File: src/design/blc_pkg.sv
package blc_pkg;

    localparam int ENTRIES  = 16;
    localparam int IDX_W    = $clog2(ENTRIES);
    localparam int AGE_W    = $clog2(ENTRIES);
    localparam int CNT_W    = $clog2(ENTRIES + 1);
    localparam int KEY_W    = 48;
    localparam int PAY_W    = 32;
    localparam int SIZE_W   = 24;
    localparam int CAP_W    = 28;
    localparam int EVO_W    = 5;
    localparam int ENT_W    = KEY_W + SIZE_W + PAY_W;
    localparam int TOTAL_W  = SIZE_W + $clog2(ENTRIES + 1);
    localparam int EXT_W    = (TOTAL_W > CAP_W) ? TOTAL_W : CAP_W;
    localparam int EVX_W    = (CNT_W > EVO_W) ? CNT_W : EVO_W;

    localparam logic [1:0] KIND_GET   = 2'd0;
    localparam logic [1:0] KIND_PUT   = 2'd1;
    localparam logic [1:0] KIND_CLEAR = 2'd2;

    localparam logic [2:0] RANK_NOP     = 3'd0;
    localparam logic [2:0] RANK_PROMOTE = 3'd1;
    localparam logic [2:0] RANK_REMOVE  = 3'd2;
    localparam logic [2:0] RANK_INSERT  = 3'd3;
    localparam logic [2:0] RANK_CLEAR   = 3'd4;

    typedef struct packed {
        logic [2:0]       op;
        logic [IDX_W-1:0] idx;
    } rank_cmd_t;

    typedef struct packed {
        logic [ENTRIES-1:0] valid;
        logic [IDX_W-1:0]   oldest;
        logic [CNT_W-1:0]   count;
    } rank_stat_t;

endpackage

File: src/design/byte_budget_lru_cache_core.sv
// Size-weighted LRU cache core.
// Requests enter on the in_valid/in_ready channel with kind, key, payload, byte_size
// and data_present; each request gives exactly one result beat on out_valid/out_ready.
// The byte budget is written on the cfg channel, which is always ready; zero means
// no byte limit. Write it only while no request is in flight.
// Keys, sizes and payloads live in one RAM with a registered read port, and the
// table is searched by streaming that RAM, one entry a cycle. A get scans, decides and
// registers its result beat. A put also inserts and checks the budget; a full table
// first has its oldest entry read and removed, and each budget eviction reads and
// removes the oldest entry and checks again. A clear, a rejected put or an unused kind
// skips the scan. Recency ranks and valid bits sit in flip-flops.
// A new request is accepted while a finished result still waits in the output
// register; when the receiver stalls, the next result waits until that beat goes.
// Reset empties the table, zeroes the byte total and the budget, and drops any
// pending result.
module byte_budget_lru_cache_core (
    input  logic                         clk,
    input  logic                         rst_n,
    input  logic                         in_valid,
    output logic                         in_ready,
    input  logic [1:0]                   kind,
    input  logic [blc_pkg::KEY_W-1:0]    key,
    input  logic [blc_pkg::PAY_W-1:0]    payload,
    input  logic [blc_pkg::SIZE_W-1:0]   byte_size,
    input  logic                         data_present,
    output logic                         out_valid,
    input  logic                         out_ready,
    output logic                         hit,
    output logic                         rejected,
    output logic [blc_pkg::PAY_W-1:0]    found_payload,
    output logic [blc_pkg::SIZE_W-1:0]   found_size,
    output logic [blc_pkg::EVO_W-1:0]    evicted_count,
    output logic [blc_pkg::CAP_W-1:0]    total_bytes,
    input  logic                         cfg_valid,
    output logic                         cfg_ready,
    input  logic [blc_pkg::CAP_W-1:0]    cfg_data
);

    localparam logic [3:0] S_IDLE   = 4'd0;
    localparam logic [3:0] S_SCAN   = 4'd1;
    localparam logic [3:0] S_DECIDE = 4'd2;
    localparam logic [3:0] S_FULLRD = 4'd3;
    localparam logic [3:0] S_FULLRM = 4'd4;
    localparam logic [3:0] S_INSERT = 4'd5;
    localparam logic [3:0] S_CHECK  = 4'd6;
    localparam logic [3:0] S_EVRD   = 4'd7;
    localparam logic [3:0] S_EVRM   = 4'd8;
    localparam logic [3:0] S_DONE   = 4'd9;

    logic [3:0]                   state_reg, state_next;
    logic [blc_pkg::CAP_W-1:0]    cap_reg;
    logic [blc_pkg::TOTAL_W-1:0]  total_reg, total_next;
    logic [blc_pkg::CNT_W-1:0]    ev_reg, ev_next;
    logic                         out_valid_reg, out_valid_next;

    logic [blc_pkg::IDX_W-1:0]    issue_reg, issue_next;
    logic                         issue_done_reg, issue_done_next;
    logic                         pend_reg, pend_next;
    logic [blc_pkg::IDX_W-1:0]    pend_idx_reg;
    logic                         found_reg, found_next;
    logic                         free_found_reg, free_found_next;

    logic [1:0]                   kind_reg;
    logic [blc_pkg::KEY_W-1:0]    key_reg;
    logic [blc_pkg::PAY_W-1:0]    pay_reg;
    logic [blc_pkg::SIZE_W-1:0]   size_reg;
    logic                         present_reg;
    logic [blc_pkg::IDX_W-1:0]    match_idx_reg;
    logic [blc_pkg::SIZE_W-1:0]   match_size_reg;
    logic [blc_pkg::PAY_W-1:0]    match_pay_reg;
    logic [blc_pkg::IDX_W-1:0]    free_idx_reg;
    logic [blc_pkg::IDX_W-1:0]    slot_reg, slot_next;
    logic [blc_pkg::IDX_W-1:0]    victim_reg, victim_next;
    logic                         load_out;

    logic                         o_hit_reg, o_rej_reg;
    logic [blc_pkg::PAY_W-1:0]    o_pay_reg;
    logic [blc_pkg::SIZE_W-1:0]   o_size_reg;
    logic [blc_pkg::EVO_W-1:0]    o_ev_reg;
    logic [blc_pkg::CAP_W-1:0]    o_total_reg;

    blc_pkg::rank_cmd_t           rank_cmd;
    blc_pkg::rank_stat_t          rank_stat;

    logic                         ram_we;
    logic [blc_pkg::IDX_W-1:0]    ram_raddr;
    logic [blc_pkg::ENT_W-1:0]    ram_wdata, ram_rdata;
    logic [blc_pkg::KEY_W-1:0]    rd_key;
    logic [blc_pkg::SIZE_W-1:0]   rd_size;
    logic [blc_pkg::PAY_W-1:0]    rd_pay;

    logic                         in_fire;
    logic                         is_reject;
    logic                         key_match;
    logic [blc_pkg::EXT_W-1:0]    total_ext;
    logic [blc_pkg::EVX_W-1:0]    ev_ext;
    logic                         over_budget;

    assign in_ready  = (state_reg == S_IDLE);
    assign in_fire   = in_valid && in_ready;
    assign cfg_ready = 1'b1;

    assign rd_key  = ram_rdata[blc_pkg::ENT_W-1 -: blc_pkg::KEY_W];
    assign rd_size = ram_rdata[blc_pkg::PAY_W +: blc_pkg::SIZE_W];
    assign rd_pay  = ram_rdata[blc_pkg::PAY_W-1:0];

    assign is_reject = (kind_reg == blc_pkg::KIND_PUT) && !present_reg && (size_reg != '0);
    assign key_match = pend_reg && rank_stat.valid[pend_idx_reg] && (rd_key == key_reg);

    assign total_ext   = blc_pkg::EXT_W'(total_reg);
    assign ev_ext      = blc_pkg::EVX_W'(ev_reg);
    assign over_budget = (cap_reg != '0) && (total_ext > blc_pkg::EXT_W'(cap_reg))
                         && (rank_stat.count != '0);

    assign ram_wdata = {key_reg, size_reg, present_reg ? pay_reg : blc_pkg::PAY_W'(0)};

    blc_ram #(
        .WIDTH (blc_pkg::ENT_W),
        .DEPTH (blc_pkg::ENTRIES)
    ) u_ram (
        .clk   (clk),
        .we    (ram_we),
        .waddr (slot_reg),
        .wdata (ram_wdata),
        .raddr (ram_raddr),
        .rdata (ram_rdata)
    );

    blc_rank u_rank (
        .clk   (clk),
        .rst_n (rst_n),
        .cmd   (rank_cmd),
        .stat  (rank_stat)
    );

    always_comb
    begin
        state_next      = state_reg;
        total_next      = total_reg;
        ev_next         = ev_reg;
        issue_next      = issue_reg;
        issue_done_next = issue_done_reg;
        pend_next       = pend_reg;
        found_next      = found_reg;
        free_found_next = free_found_reg;
        slot_next       = slot_reg;
        victim_next     = victim_reg;
        rank_cmd.op     = blc_pkg::RANK_NOP;
        rank_cmd.idx    = match_idx_reg;
        ram_we          = 1'b0;
        ram_raddr       = issue_reg;
        load_out        = 1'b0;
        out_valid_next  = out_valid_reg && !out_ready;

        unique case (state_reg)
            S_IDLE:
            begin
                if (in_fire)
                begin
                    ev_next         = '0;
                    issue_next      = '0;
                    issue_done_next = 1'b0;
                    pend_next       = 1'b0;
                    found_next      = 1'b0;
                    free_found_next = 1'b0;
                    state_next      = S_DECIDE;
                    if (kind == blc_pkg::KIND_GET || (kind == blc_pkg::KIND_PUT
                        && !(!data_present && byte_size != '0)))
                    begin
                        state_next = S_SCAN;
                    end
                end
            end
            S_SCAN:
            begin
                if (!issue_done_reg)
                begin
                    issue_next = issue_reg + blc_pkg::IDX_W'(1);
                    if (issue_reg == blc_pkg::IDX_W'(blc_pkg::ENTRIES - 1))
                    begin
                        issue_done_next = 1'b1;
                    end
                end
                pend_next = !issue_done_reg;
                if (key_match && !found_reg)
                begin
                    found_next = 1'b1;
                end
                if (pend_reg && !rank_stat.valid[pend_idx_reg] && !free_found_reg)
                begin
                    free_found_next = 1'b1;
                end
                if (issue_done_reg && pend_reg)
                begin
                    state_next = S_DECIDE;
                end
            end
            S_DECIDE:
            begin
                state_next = S_DONE;
                if (kind_reg == blc_pkg::KIND_GET)
                begin
                    if (found_reg)
                    begin
                        rank_cmd.op = blc_pkg::RANK_PROMOTE;
                    end
                end
                else if (kind_reg == blc_pkg::KIND_PUT && !is_reject)
                begin
                    if (found_reg)
                    begin
                        rank_cmd.op = blc_pkg::RANK_REMOVE;
                        total_next  = total_reg - blc_pkg::TOTAL_W'(match_size_reg);
                        slot_next   = match_idx_reg;
                        if (free_found_reg && free_idx_reg < match_idx_reg)
                        begin
                            slot_next = free_idx_reg;
                        end
                        state_next = S_INSERT;
                    end
                    else if (rank_stat.count == blc_pkg::CNT_W'(blc_pkg::ENTRIES))
                    begin
                        state_next = S_FULLRD;
                    end
                    else
                    begin
                        slot_next  = free_idx_reg;
                        state_next = S_INSERT;
                    end
                end
                else if (kind_reg == blc_pkg::KIND_CLEAR)
                begin
                    rank_cmd.op = blc_pkg::RANK_CLEAR;
                    total_next  = '0;
                end
            end
            S_FULLRD, S_EVRD:
            begin
                ram_raddr   = rank_stat.oldest;
                victim_next = rank_stat.oldest;
                state_next  = (state_reg == S_FULLRD) ? S_FULLRM : S_EVRM;
            end
            S_FULLRM, S_EVRM:
            begin
                rank_cmd.op  = blc_pkg::RANK_REMOVE;
                rank_cmd.idx = victim_reg;
                total_next   = total_reg - blc_pkg::TOTAL_W'(rd_size);
                ev_next      = ev_reg + blc_pkg::CNT_W'(1);
                slot_next    = victim_reg;
                state_next   = (state_reg == S_FULLRM) ? S_INSERT : S_CHECK;
            end
            S_INSERT:
            begin
                ram_we       = 1'b1;
                rank_cmd.op  = blc_pkg::RANK_INSERT;
                rank_cmd.idx = slot_reg;
                total_next   = total_reg + blc_pkg::TOTAL_W'(size_reg);
                state_next   = S_CHECK;
            end
            S_CHECK:
            begin
                state_next = over_budget ? S_EVRD : S_DONE;
            end
            S_DONE:
            begin
                if (!out_valid_reg || out_ready)
                begin
                    load_out       = 1'b1;
                    out_valid_next = 1'b1;
                    state_next     = S_IDLE;
                end
            end
            default:
            begin
                state_next = S_IDLE;
            end
        endcase
    end

    always_ff @(posedge clk or negedge rst_n)
    begin
        if (!rst_n)
        begin
            state_reg      <= S_IDLE;
            cap_reg        <= '0;
            total_reg      <= '0;
            ev_reg         <= '0;
            out_valid_reg  <= 1'b0;
            issue_reg      <= '0;
            issue_done_reg <= 1'b0;
            pend_reg       <= 1'b0;
            found_reg      <= 1'b0;
            free_found_reg <= 1'b0;
        end
        else
        begin
            state_reg      <= state_next;
            total_reg      <= total_next;
            ev_reg         <= ev_next;
            out_valid_reg  <= out_valid_next;
            issue_reg      <= issue_next;
            issue_done_reg <= issue_done_next;
            pend_reg       <= pend_next;
            found_reg      <= found_next;
            free_found_reg <= free_found_next;
            if (cfg_valid)
            begin
                cap_reg <= cfg_data;
            end
        end
    end

    always_ff @(posedge clk)
    begin
        slot_reg     <= slot_next;
        victim_reg   <= victim_next;
        pend_idx_reg <= issue_reg;
        if (in_fire)
        begin
            kind_reg    <= kind;
            key_reg     <= key;
            pay_reg     <= payload;
            size_reg    <= byte_size;
            present_reg <= data_present;
        end
        if (state_reg == S_SCAN && key_match && !found_reg)
        begin
            match_idx_reg  <= pend_idx_reg;
            match_size_reg <= rd_size;
            match_pay_reg  <= rd_pay;
        end
        if (state_reg == S_SCAN && pend_reg && !rank_stat.valid[pend_idx_reg]
            && !free_found_reg)
        begin
            free_idx_reg <= pend_idx_reg;
        end
        if (load_out)
        begin
            o_hit_reg  <= (kind_reg == blc_pkg::KIND_GET) && found_reg;
            o_rej_reg  <= is_reject;
            o_pay_reg  <= ((kind_reg == blc_pkg::KIND_GET) && found_reg) ? match_pay_reg : '0;
            o_size_reg <= ((kind_reg == blc_pkg::KIND_GET) && found_reg) ? match_size_reg : '0;
            o_ev_reg   <= (ev_ext > blc_pkg::EVX_W'({blc_pkg::EVO_W{1'b1}}))
                          ? {blc_pkg::EVO_W{1'b1}} : blc_pkg::EVO_W'(ev_reg);
            o_total_reg <= (total_ext > blc_pkg::EXT_W'({blc_pkg::CAP_W{1'b1}}))
                           ? {blc_pkg::CAP_W{1'b1}} : blc_pkg::CAP_W'(total_reg);
        end
    end

    assign out_valid     = out_valid_reg;
    assign hit           = o_hit_reg;
    assign rejected      = o_rej_reg;
    assign found_payload = o_pay_reg;
    assign found_size    = o_size_reg;
    assign evicted_count = o_ev_reg;
    assign total_bytes   = o_total_reg;

endmodule

File: src/design/blc_ram.sv
module blc_ram #(
    parameter int WIDTH = 8,
    parameter int DEPTH = 16
) (
    input  logic                     clk,
    input  logic                     we,
    input  logic [$clog2(DEPTH)-1:0] waddr,
    input  logic [WIDTH-1:0]         wdata,
    input  logic [$clog2(DEPTH)-1:0] raddr,
    output logic [WIDTH-1:0]         rdata
);

    logic [WIDTH-1:0] mem [DEPTH];
    logic [WIDTH-1:0] rdata_reg;

    always_ff @(posedge clk)
    begin
        if (we)
        begin
            mem[waddr] <= wdata;
        end
        rdata_reg <= mem[raddr];
    end

    assign rdata = rdata_reg;

endmodule

File: src/design/blc_rank.sv
module blc_rank (
    input  logic                clk,
    input  logic                rst_n,
    input  blc_pkg::rank_cmd_t  cmd,
    output blc_pkg::rank_stat_t stat
);

    logic [blc_pkg::AGE_W-1:0] age_reg [blc_pkg::ENTRIES];
    logic [blc_pkg::AGE_W-1:0] age_next [blc_pkg::ENTRIES];
    logic [blc_pkg::ENTRIES-1:0] valid_reg;
    logic [blc_pkg::ENTRIES-1:0] valid_next;
    logic [blc_pkg::CNT_W-1:0] count_reg;
    logic [blc_pkg::CNT_W-1:0] count_next;
    logic [blc_pkg::AGE_W-1:0] sel_age;
    logic [blc_pkg::AGE_W-1:0] last_age;
    logic [blc_pkg::IDX_W-1:0] oldest;

    assign sel_age  = age_reg[cmd.idx];
    assign last_age = blc_pkg::AGE_W'(count_reg - blc_pkg::CNT_W'(1));

    // Ages form a permutation of the valid entries, so exactly one entry holds the
    // last rank and its index is the OR of the matching indexes.
    always_comb
    begin
        oldest = '0;
        for (int j = 0; j < blc_pkg::ENTRIES; j++)
        begin
            if (valid_reg[j] && age_reg[j] == last_age)
            begin
                oldest = oldest | blc_pkg::IDX_W'(j);
            end
        end
    end

    always_comb
    begin
        valid_next = valid_reg;
        count_next = count_reg;
        for (int j = 0; j < blc_pkg::ENTRIES; j++)
        begin
            age_next[j] = age_reg[j];
        end
        unique case (cmd.op)
            blc_pkg::RANK_PROMOTE:
            begin
                for (int j = 0; j < blc_pkg::ENTRIES; j++)
                begin
                    if (valid_reg[j] && blc_pkg::IDX_W'(j) != cmd.idx && age_reg[j] < sel_age)
                    begin
                        age_next[j] = age_reg[j] + blc_pkg::AGE_W'(1);
                    end
                end
                age_next[cmd.idx] = '0;
            end
            blc_pkg::RANK_REMOVE:
            begin
                for (int j = 0; j < blc_pkg::ENTRIES; j++)
                begin
                    if (valid_reg[j] && blc_pkg::IDX_W'(j) != cmd.idx && age_reg[j] > sel_age)
                    begin
                        age_next[j] = age_reg[j] - blc_pkg::AGE_W'(1);
                    end
                end
                age_next[cmd.idx]   = '0;
                valid_next[cmd.idx] = 1'b0;
                count_next          = count_reg - blc_pkg::CNT_W'(1);
            end
            blc_pkg::RANK_INSERT:
            begin
                for (int j = 0; j < blc_pkg::ENTRIES; j++)
                begin
                    if (valid_reg[j])
                    begin
                        age_next[j] = age_reg[j] + blc_pkg::AGE_W'(1);
                    end
                end
                age_next[cmd.idx]   = '0;
                valid_next[cmd.idx] = 1'b1;
                count_next          = count_reg + blc_pkg::CNT_W'(1);
            end
            blc_pkg::RANK_CLEAR:
            begin
                for (int j = 0; j < blc_pkg::ENTRIES; j++)
                begin
                    age_next[j] = '0;
                end
                valid_next = '0;
                count_next = '0;
            end
            default:
            begin
            end
        endcase
    end

    always_ff @(posedge clk or negedge rst_n)
    begin
        if (!rst_n)
        begin
            for (int j = 0; j < blc_pkg::ENTRIES; j++)
            begin
                age_reg[j] <= '0;
            end
            valid_reg <= '0;
            count_reg <= '0;
        end
        else
        begin
            for (int j = 0; j < blc_pkg::ENTRIES; j++)
            begin
                age_reg[j] <= age_next[j];
            end
            valid_reg <= valid_next;
            count_reg <= count_next;
        end
    end

    assign stat.valid  = valid_reg;
    assign stat.oldest = oldest;
    assign stat.count  = count_reg;

endmodule

File: config.mk
export PLATFORM = sky130hd
export DESIGN_NAME = byte_budget_lru_cache_core
export DESIGN_NICKNAME = d
export VERILOG_FILES = /design/src/design/blc_pkg.sv /design/src/design/byte_budget_lru_cache_core.sv /design/src/design/blc_ram.sv /design/src/design/blc_rank.sv
export SDC_FILE = /design/constraint.sdc
export NUM_CORES = 2
export LEC_CHECK = 0
export BUFFER_PORTS_ARGS = -buffer_cell sky130_fd_sc_hd__buf_2
export CAP_MARGIN = 20
export CORE_MARGIN = 2
export CORE_UTILIZATION = 56
export DETAILED_ROUTE_END_ITERATION = 16
export PLACE_DENSITY = 0.83
export SLEW_MARGIN = 20
export SYNTH_ARGS = -nofsm -noshare
export SYNTH_HDL_FRONTEND = slang
export SYNTH_HIERARCHICAL = 1
export SYNTH_SLANG_ARGS = --single-unit
File: constraint.sdc
create_clock -name clk -period 9.5 [get_ports clk]
set_clock_uncertainty 0.05 [all_clocks]
set_input_delay 0.95 -clock clk [delete_from_list [all_inputs] [get_ports clk]]
set_output_delay 0.95 -clock clk [all_outputs]
set_load 0.005 [all_outputs]
==> flow_results.org <==
** CTS
- TritonCTS built the clock tree.
- The clock drives 2202 sinks.
- Once the clock tree was built, the resizer swapped 0 gates to a different size.
- Longest Clk Path Bufs :: 3
- The root buffer cell chosen for the clock tree is sky130_fd_sc_hd__clkbuf_16.
- H-Tree Level Count :: 4
- Buffers added to address setup during post-CTS repair amount to 0.
- The number of hold buffers added after CTS was 1.
- TritonCTS created 208 clock buffers.
- Clock latency of the later-clocked register in the worst-skew pair :: 0.89 ns
- Clock slew seen by the registers of the worst setup and hold paths :: 0.07 ns

** Route
- Number of detailed-routing iterations run before antenna repair :: 8
- For this block, the initial DRC count from the detailed router was 7894.
- Via count :: 54229
- Antenna viol nets, final :: 0
- Final wirelength :: 238.9 mm
- DRC viols :: 0
- Detailed-route vias per instance :: 6.756
- After detailed routing, the average wire length per cell comes to 29.76 µm.

** Yosys
- Most common cell in the netlist :: sky130_fd_sc_hd__edfxtp_1
- Counting distinct cell types in the post-synthesis netlist gives 94.
- Proportion of netlist area held by the largest area contributor :: 0.6315
- During synthesis, Yosys emitted a total of 6 warnings.
- The commonest cells after synthesis are sky130_fd_sc_hd__edfxtp_1, sky130_fd_sc_hd__mux4_2, sky130_fd_sc_hd__nand2_1.
- Averaged over all synthesized cells, the footprint is 16.94 µm².
- The most used flip-flop cell after synthesis is sky130_fd_sc_hd__edfxtp_1.
- Sequential cell area fraction in the yosys report :: 0.6985
- Counting flops with an async set or reset pin after synthesis yields a share of 0.07266.
- By area the synthesized netlist is led by sky130_fd_sc_hd__edfxtp_1, sky130_fd_sc_hd__mux4_2, sky130_fd_sc_hd__dfrtp_1, sky130_fd_sc_hd__ha_1, sky130_fd_sc_hd__dfxtp_1.
- Net Count, Synth :: 5758
- Netlist area before placement :: 91970 µm²
- In this run, synthesis inferred 1934 flip-flops with an integrated enable.
- Largest area contributor in the synthesized netlist :: sky130_fd_sc_hd__edfxtp_1
- Synthesis handed over a netlist of 5428 instances.
- Flop and latch count out of synthesis :: 2202

** Status
- Outcome :: finished, final reports clean

** Die
- Placeable core area :: 163000 µm²
- For this design the top-level I/O count stands at 234.
- The floorplan step set the die width to 409.3 µm.
- For this configuration, the core starts out at a cell density of 0.5644.
- The floorplan has 148 rows.
- The die covers 167500 µm².
- Die Ht :: 409.3 µm

** STA
- Post-layout worst setup margin :: 3.253 ns
- In the finished design, the share of the clock period the worst path needs comes to 0.6576.
- Unrepaired setup endpoints after global routing :: no
- Number of hold violations in the final report :: 0
- Final Setup Violations :: 0
- Final slew viol count :: 0
- Measured against its own limit, the worst slew margin works out to 0.2151.
- For the pin with the worst max-slew slack, the measured transition is 1.175 ns.
- For the final routed database, the setup TNS stands at 0 ns.
- Crit path time final :: 6.247 ns
- Static timing analysis puts the maximum clock frequency at 160.1 MHz.

** Critical path
- STA classifies the critical path startpoint as a register.
- For the worst setup path, the data required time is 10.12 ns.
- Biggest fanout along the worst timing path :: 25
- The critical path in this run is classified as register to register.
- Critical path arrival :: 6.87 ns
- STA classifies the critical path endpoint as a register.

** Power and ir drop
- The analysis attributes to cell leakage a power of 34.57 nW.
- Maximum vdd drop :: 0.2984 mV
- Total power divided by cell area :: 328.9 nW/µm²

** Global routing
- Global-route wire length before repair :: 354.8 mm
- For this run, the total global-route usage over all layers was measured as 0.2846.
- Entering global routing, the biggest net connects 120 pins.
- The number of global-route vias before repair came to 54117.
- The number of antenna violations at the first check in global routing came to 7.
- Summed over all layers, the global routing overflow is 0.

** Placed design
- The placed instances occupy a cell area of 95560 µm².
- During placement, the flow inserted port buffers numbering 232.
- Detailed placement ended at an HPWL of 122.5 mm.
- Worst Setup Slack post-DPL :: 3.496 ns
- The congestion estimate from routability-driven global placement came to 0.9194.

** Final layout
- Count of filler cells inserted in the layout :: 10680
- The register with the most flip-flops in the layout has 1664 of them.
- After routing the design area is 102700 µm².
- Of the cells placed in the final design, the portion with a size suffix greater than 1 is 0.2008.
- Multi-input gate area in the final layout :: 26160 µm²
- The net count of the finished layout is 5992.
- Register area :: 64240 µm²
- Relative to the synthesized area, the layout overhead comes to 11.71%.

** Job
- Count of max-cap constraint violations :: 0

** Hold path
- Path class of the lowest-slack min-delay path :: primary input to register
cells by family after synthesis:
group                    Yosys count  share of synthesized area
flip-flops                      2202                     0.6985
AND/OR/NAND/NOR                 1030                    0.05722
AO/OA/AOI/OAI                    919                    0.06744
multiplexers                     490                     0.1135
buffers and inverters            422                    0.02026
adder cells (fa/ha/maj)          190                    0.02601
XOR/XNOR                         174                    0.01702
other                              1                 0.00004077
where the power goes:
group | switching [mW] | internal, mW | leakage [nW]
Sequential | 1.08 | 11.8 | 20.5
Clock | 3.77 | 4.84 | 3.46
Combinational | 7.34 | 5.00 | 10.7
Total | 12.2 | 21.6 | 34.6
through the flow:
stage	hold slack (ns)	power, mW	util	std cells
after floorplan	0.3355	21.70	-	5428
after global placement	0.3384	24.40	0.5862	7623
after detailed placement	0.3387	24.88	0.5864	7625
after CTS	0.1385	33.65	0.6302	8022
after global routing	0.1612	35.21	0.6304	8023
final	0.1834	33.80	0.6305	8027
cell usage in the layout (no fill, tap or decap), drive strengths merged, types with 66 or more instances in the layout:
| master | Yosys | layout |
|---|---|---|
| nor4 | 66 | 66 |
| mux4 | 441 | 441 |
| a21oi | 164 | 164 |
| inv | 135 | 144 |
| nor2 | 174 | 174 |
| nand2 | 318 | 318 |
| xor2 | 107 | 107 |
| dfrtp | 160 | 160 |
| and2 | 74 | 74 |
| dfxtp | 108 | 108 |
| nor3 | 70 | 70 |
| ha | 188 | 188 |
| clkbuf | 177 | 283 |
| buf | 108 | 308 |
| a22oi | 212 | 212 |
| edfxtp | 1934 | 1934 |
| clkinv | 2 | 79 |
| xnor2 | 67 | 67 |
| o21ai | 172 | 172 |
| nand3 | 66 | 66 |
routing by layer:
| metal | vias to the layer above | GRT usage | part of all wire |
|---|---|---|---|
| met5 | - | 0 | 0.000046 |
| met4 | 2 | 0.1007 | 0.037 |
| met3 | 607 | 0.04996 | 0.11 |
| met2 | 4020 | 0.4625 | 0.49 |
| met1 | 27364 | 0.3913 | 0.36 |
| li1 | 22236 | - | - |
worst max-delay path, cell delays in order (launching register included):
cell	delay [ns]
sky130_fd_sc_hd__edfxtp_1	0.66
sky130_fd_sc_hd__nor4_1	0.77
sky130_fd_sc_hd__and4_1	0.30
sky130_fd_sc_hd__a31oi_1	0.15
sky130_fd_sc_hd__or2_2	0.45
sky130_fd_sc_hd__nor2_1	0.22
sky130_fd_sc_hd__nand2_1	0.27
sky130_fd_sc_hd__nand2_1	0.22
sky130_fd_sc_hd__buf_4	0.31
sky130_fd_sc_hd__clkinv_1	0.75
sky130_fd_sc_hd__nor2_2	0.93
sky130_fd_sc_hd__buf_4	0.33
sky130_fd_sc_hd__nand2_1	0.07
sky130_fd_sc_hd__mux2_2	0.27
sky130_fd_sc_hd__a31oi_1	0.17
sky130_fd_sc_hd__o22ai_1	0.10
area by class of cell:
cell class	count	share of cell area
flip-flops and latches	2202	0.6253
multi-input cells	2804	0.2546
clock buffers	283	0.05554
well taps	2175	0.02649
repair buffers	309	0.01911
clock inverters	113	0.01390
inverters	137	0.005005
diodes	4	0.00009743
worst paths after layout:
path,slack (ns),cells past startpoint,from,to
min in group asynchronous,0.59,2,rst_n,cap_reg[23]
worst max-delay path,3.25,15,size_reg[13],u_rank/age_reg[13]
worst min-delay path,0.18,1,key[42],key_reg[42]
worst min register to register,0.35,0,u_ram/rdata[5],match_pay_reg[5]
max in group asynchronous,6.70,4,rst_n,u_rank/valid_reg[10]
worst max register to register,3.25,15,size_reg[13],u_rank/age_reg[13]
No activity file was read; power rests on OpenSTA's default activity.
